File: src/hdl/multi_pattern_matcher_core_defines.svh
// Assertion helpers for the matcher core.
`ifndef MULTI_PATTERN_MATCHER_CORE_DEFINES_SVH
`define MULTI_PATTERN_MATCHER_CORE_DEFINES_SVH

// cond must hold at every clock edge out of reset
`define MPM_ASSERT_NOW(label, cond) \
    label: assert property (@(posedge clk) disable iff (!rst_n) (cond)) \
        else $error("matcher check failed");

// cons must hold in the cycle after ante
`define MPM_ASSERT_NEXT(label, ante, cons) \
    label: assert property (@(posedge clk) disable iff (!rst_n) (ante) |=> (cons)) \
        else $error("matcher sequence check failed");

`endif

File: src/hdl/mpm_ram.sv
module mpm_ram #(
    parameter int WIDTH = 8,
    parameter int DEPTH = 16,
    localparam int AW = $clog2(DEPTH)
) (
    input  logic             clk,
    input  logic             we,
    input  logic [AW-1:0]    waddr,
    input  logic [WIDTH-1:0] wdata,
    input  logic [AW-1:0]    raddr,
    output logic [WIDTH-1:0] rdata
);

    logic [WIDTH-1:0] store_reg [DEPTH];
    logic [WIDTH-1:0] rdata_reg;

    always_ff @(posedge clk)
    begin
        if (we)
        begin
            store_reg[waddr] <= wdata;
        end
        rdata_reg <= store_reg[raddr];
    end

    assign rdata = rdata_reg;

endmodule

File: config.mk
export PLATFORM = sky130hd
export DESIGN_NAME = mpm_ram
export DESIGN_NICKNAME = d
export VERILOG_FILES = /design/src/hdl/multi_pattern_matcher_core_defines.svh /design/src/hdl/mpm_ram.sv
export SDC_FILE = /design/constraint.sdc
export NUM_CORES = 1
export LEC_CHECK = 0
export BUFFER_PORTS_ARGS = -buffer_cell sky130_fd_sc_hd__buf_2
export CAP_MARGIN = 10
export CORE_UTILIZATION = 35
export CTS_CLUSTER_DIAMETER = 150
export DETAILED_ROUTE_END_ITERATION = 12
export SYNTH_ARGS = -nofsm -noshare
export SYNTH_HDL_FRONTEND = slang
export SYNTH_SLANG_ARGS = --single-unit
export TNS_END_PERCENT = 1
File: constraint.sdc
create_clock -name clk -period 4.9 [get_ports clk]
set_clock_uncertainty 0.05 [all_clocks]
set_input_delay 1.225 -clock clk [delete_from_list [all_inputs] [get_ports clk]]
set_output_delay 1.225 -clock clk [all_outputs]
set_load 0.02 [all_outputs]
==> results.md, run 1 <==
- Outcome: finished clean
- Period minus WS final: 2840 ps
- Drt first pass iters: 4
- Post-synthesis register bit count: 136
- PD cells: 443.9 mW/mm2
- Number of synthesized flops with an enable pin: 128
- # Post-CTS Setup Buffers: 0
- Complex-gate fraction of the synthesized area: 0.02333
- Met1 Use GR: 0.1840
- Slowest stage delay, CP: roughly 760 ps
- Synth Area in Adders: 0
- Finished Cell Area: 0.006035 mm2
- ANT nets after route: 0
- Worst-margin pin slew: 1037 ps
- Min Hold Slack: 621.9 ps
- Peak supply drop: 0.3073 mV
- Placed instance count: 428
- DRC violations left: 0
- Most Used Layer, Global Route: met2
- Worst-case clock buffer depth: 2
- Htree depth: 4
- DP Wirelength: 6104 um
- Synth Area in Simple Gates: 0.03184
- Min-delay worst type: flop to flop
- Unrepaired setup endpoints after global routing: no
- Filler cell count: about 1.2k
- Vias in the first global route: 2408
- Slew margin rel.: 0.3090
- Post-synthesis mux area share: 0.1502
- Final period util: 0.5796
- GP Congestion: 0.7340
- Initial Util: 0.3652
- I/O pins: 26
- Yosys warnings: 0
- Slowest CP cell: buf_2
- Via count: 2349
- Netlist cell types: 19
- Antenna cells: 0
- Post-synth top area share: 0.7467
- Max-Cap Viols: 0
- Die Width: approximately 120 um
- Area leader, netlist: edfxtp_1
- First-pass GRT wire length: 14540 um
- Cells after synthesis: about 230
- Max FFs per register: around 130
- GRT met2 Usage: 0.2179
- Core ar.: roughly 0.014 mm2
- Final count of pins violating max slew: 0
- Total die area: 0.01520 mm2
- Syn_area_per_cell: approximately 22 um2
- Dominant synthesized flop cell: edfxtp_1
- Worst setup path class: primary input to flop
- CTS clk-pin slew, worst paths: 50 ps
- Worst Path Buf+Inv: 1
- Placed inst area: roughly 0.0054 mm2
- WL/cell: 20.98 um
- CTS tree: done
- First DRT Iteration DRCs: 165
- Top-count cell post-synth: edfxtp_1
- FMAX: 0.3521 GHz
- Crit-path max FO: 31
- DR vias/cell: 5.107
- GRT met3 Usage: 0.05258
- CTS Root Cell: clkbuf_16
- Clock sink count: between 100 and 150
- Crit path launch type: primary input
- CTS buffer count: 17
- Initial antenna violation count: 1
- Most instantiated cells after synthesis: edfxtp_1 (128), mux4_2 (18), a22oi_1 (16), mux4_1 (14), nor2_1 (13)
- Multi-input logic area: 0.001062 mm2
- Post-Synth XOR/XNOR Area: 0
- Lkg Pwr: 2.007 nW
- Worst skew pair latency: around 400 ps
- # port buffers: 25
- Area grow syn2layout: 17.23%
- Total track usage: 0.1412
- Syn nets: 247
- Dpl ws: 1554 ps
- Sequential fraction of the synthesis area: 0.7778
- DIE HEIGHT: 123.3 um
- Nets: 285
- Hold Fails Final Rpt: 0
- Largest net degree at the start of global routing: 33
- Main combinational cell family by area after synthesis: multiplexers
- GRT overflow: 0
- DRT Wirelength: just under 10000 um
- CP Cell Sequence: buf_2 -> mux4_1 -> a22oi_1 -> nand2_1
- Hold buffer count at CTS: 0
- Post-route worst setup slack: slightly above 2000 ps
- Setup TNS: 0 ps
- Final cell count without fillers: 460
- Post_cts resized: 0
- FF+latch area: approximately 0.0040 mm2
- Ranking of synthesized cells by area: edfxtp_1 (75%), mux4_2 (7.9%), mux4_1 (7.1%)
- Critical Path AT: 3070 ps
- CP delay by family, top: buffers and inverters
- Critical Path RT: 5130 ps
- Crit end category: flop
- Ys async rst share: 0
- Syn Std Cell Area: 0.005147 mm2
- Final setup viols: 0
- Std-Cell Rows: 43
- Share of post-route cells with drive strength above 1: 0.2750
## report_power, final
group / switching [mW] / internal, mW
clock: 0.426 / 0.821
combinational: 0.0744 / 0.0473
sequential: 0.00838 / 1.30
total: 0.509 / 2.17
## final cells by class
type	instances	share of cell area
timing repair buffer	29	0.02530
sequential	136	0.6635
clock buffer	22	0.07692
multi-input combinational	83	0.1760
tap	180	0.03732
clock inverter	10	0.02094
## tightest hold or removal path, stage by stage, from the launching register on
cell      delay, ps
edfxtp_1        310
mux4_2          220
a22oi_1          60
nand2_1          50
## metrics by stage
stage / utilization / total power [mW]
2_1_floorplan: - / 1.406
3_3_place_gp: 0.3859 / 1.455
3_5_place_dp: 0.3862 / 1.458
4_1_cts: 0.4281 / 2.700
5_1_grt: 0.4281 / 2.755
6_report: 0.4281 / 2.679
## routing by layer
metal / share of wire / routed length (um)
met5: 0.0013 / 13
met4: 0.0088 / 85
met3: 0.063 / 609
met2: 0.49 / 4696
met1: 0.44 / 4245
## cell usage in the layout, fill, tap and decap left out, types with 2 or more instances in the layout
cell type  synthesis  layout
clkbuf_16          0      17
nor2_1            13      13
buf_4              1       3
a22oi_1           16      16
clkbuf_8           0       2
bufinv_16          0       3
buf_2              3      26
clkinv_2           0       5
edfxtp_1         128     128
dfxtp_1            8       8
nand3b_1           2       2
mux4_2            18      18
nand2_1            9       9
mux4_1            14      14
nand2b_1           2       2
clkbuf_1           0       3
nor3_1             4       3
## path summary, 6_finish.rpt
path | start | to | slack (ps) | cells past startpoint
worst max-delay path | raddr[0] | rdata[1] | 2060 | 4
worst min-delay path | store_reg[13][1] | rdata[1] | 620 | 3
worst max register to register | store_reg[10][4] | rdata[4] | 3470 | 3
worst min register to register | store_reg[13][1] | rdata[1] | 620 | 3
## cell families after synthesis
family | count (synthesis)
AOI/OAI and AO/OA | 16
buffers and inverters | 10
DFF | 136
muxes | 32
and+or+nand+nor | 35
Note: power is estimated with default switching activity, not from simulation.
==> run 2, diff against run 1 <==
==> constraint.sdc (replaced) <==
create_clock -name clk -period 2.5 [get_ports clk]
set_clock_uncertainty 0.05 [all_clocks]
set_input_delay 0.625 -clock clk [delete_from_list [all_inputs] [get_ports clk]]
set_output_delay 0.625 -clock clk [all_outputs]
set_load 0.02 [all_outputs]
==> results.md, run 2 (synthesis gave the netlist of run 1 again) <==
- Outcome: finished clean
- # Post-CTS Setup Buffers: 0
- CTS buffer count: 17
- Max FFs per register: about 130
- Worst-case clock buffer depth: 2
- Htree depth: 4
- Share of post-route cells with drive strength above 1: 0.3221
- Final cell count without fillers: ~480
- Post_cts resized: 0
- Slowest CP cell: mux4_1
- WL/cell: approximately 21 um
- Period minus WS final: 1973 ps
- Hold Fails Final Rpt: 0
- Peak supply drop: between 0.5 and 0.6 mV
- Slew margin rel.: 0.7246
- Area grow syn2layout: 20.03%
- First DRT Iteration DRCs: ~220
- DP Wirelength: 6842 um
- Die Width: 123.3 um
- PD cells: 852.4 mW/mm2
- Initial Util: 0.3652
- Initial antenna violation count: 1
- Final count of pins violating max slew: 0
- Critical Path RT: 2720 ps
- Most frequent cells in the layout: edfxtp_1 (128), buf_2 (25), buf_4 (21)
- DRT Wirelength: 10200 um
- Vias in the first global route: 2509
- Unrepaired setup endpoints after global routing: no
- # port buffers: 25
- Worst Path Buf+Inv: 2
- Placed instance count: 446
- Std-Cell Rows: 43
- Min Hold Slack: around 550 ps
- Max-Cap Viols: 0
- Largest net degree at the start of global routing: 19
- DIE HEIGHT: between 100 and 150 um
- Dpl ws: 32.88 ps
- Pwr Total: around 5.3 mW
- DR vias/cell: slightly above 5
- CTS tree: done
- CP Cell Sequence: buf_2 -> buf_12 -> mux4_1 -> a22oi_1 -> nand2_1
- CTS Root Cell: clkbuf_16
- Setup TNS: 0 ps
- Post-route worst setup slack: 527.0 ps
- Worst skew pair latency: 400 ps
- ANT nets after route: 0
- CTS clk-pin slew, worst paths: 60 ps
- Crit path launch type: primary input
- Drt first pass iters: 4
- Hold buffer count at CTS: 0
- Via count: 2419
- First-pass GRT wire length: 15440 um
- Lkg Pwr: 2.093 nW
- Total track usage: 0.1488
- GRT overflow: 0
- Slowest stage delay, CP: between 500 and 600 ps
- Critical Path AT: 2200 ps
- Final period util: 0.7892
- Clock sink count: 136
- DRC violations left: 0
- Layout Utilization: 0.4383
- Placed inst area: 0.005589 mm2
- Crit-path max FO: 18
- Commonest non-fill, non-tap cell in the layout: edfxtp_1
- Finished Cell Area: between 0.006 and 0.007 mm2
- Final setup viols: 0
- FMAX: a little over 0.5 GHz
- Total die area: 0.01520 mm2
- Nets: 303
- Min-delay worst type: primary input to flop
- GP Congestion: 0.7745
- Crit end category: flop
- I/O pins: 26
- CP delay by family, top: multiplexers
- Worst-margin pin slew: 413.2 ps
- Worst setup path class: primary input to flop
- Core ar.: 0.01410 mm2
[run 2: per-layer routing]
metal	up-vias	track usage	share of wire	wire, um
met5	-	0	0	0
met4	0	0.06325	0.010	102
met3	9	0.03736	0.079	807
met2	91	0.2322	0.48	4934
met1	1233	0.1987	0.43	4353
li1	1086	-	-	-
[run 2: final cells by class]
cell class	count	area [um2]
antenna	1	2.502
clock buffer	18	429.2
clock inverter	14	157.7
fill	1218	7918
multi-input combinational	83	1057
sequential	136	4004
tap	180	225.2
timing repair buffer	47	302.8
[run 2: where the power goes]
part	switching (mW)	internal [mW]	leakage, nW
registers	0.0159	2.55	1.22
clock network	0.893	1.55	0.279
logic	0.150	0.104	0.591
[run 2: path summary, 6_finish.rpt]
kind                                         to  slack, ps       startpoint  depth (start not counted)
worst max-delay path                   rdata[2]        530         raddr[0]                          5
worst min register to register         rdata[2]        630  store_reg[4][2]                          3
worst max register to register         rdata[3]       1010  store_reg[9][3]                          3
worst min-delay path            store_reg[8][0]        550         wdata[0]                          1
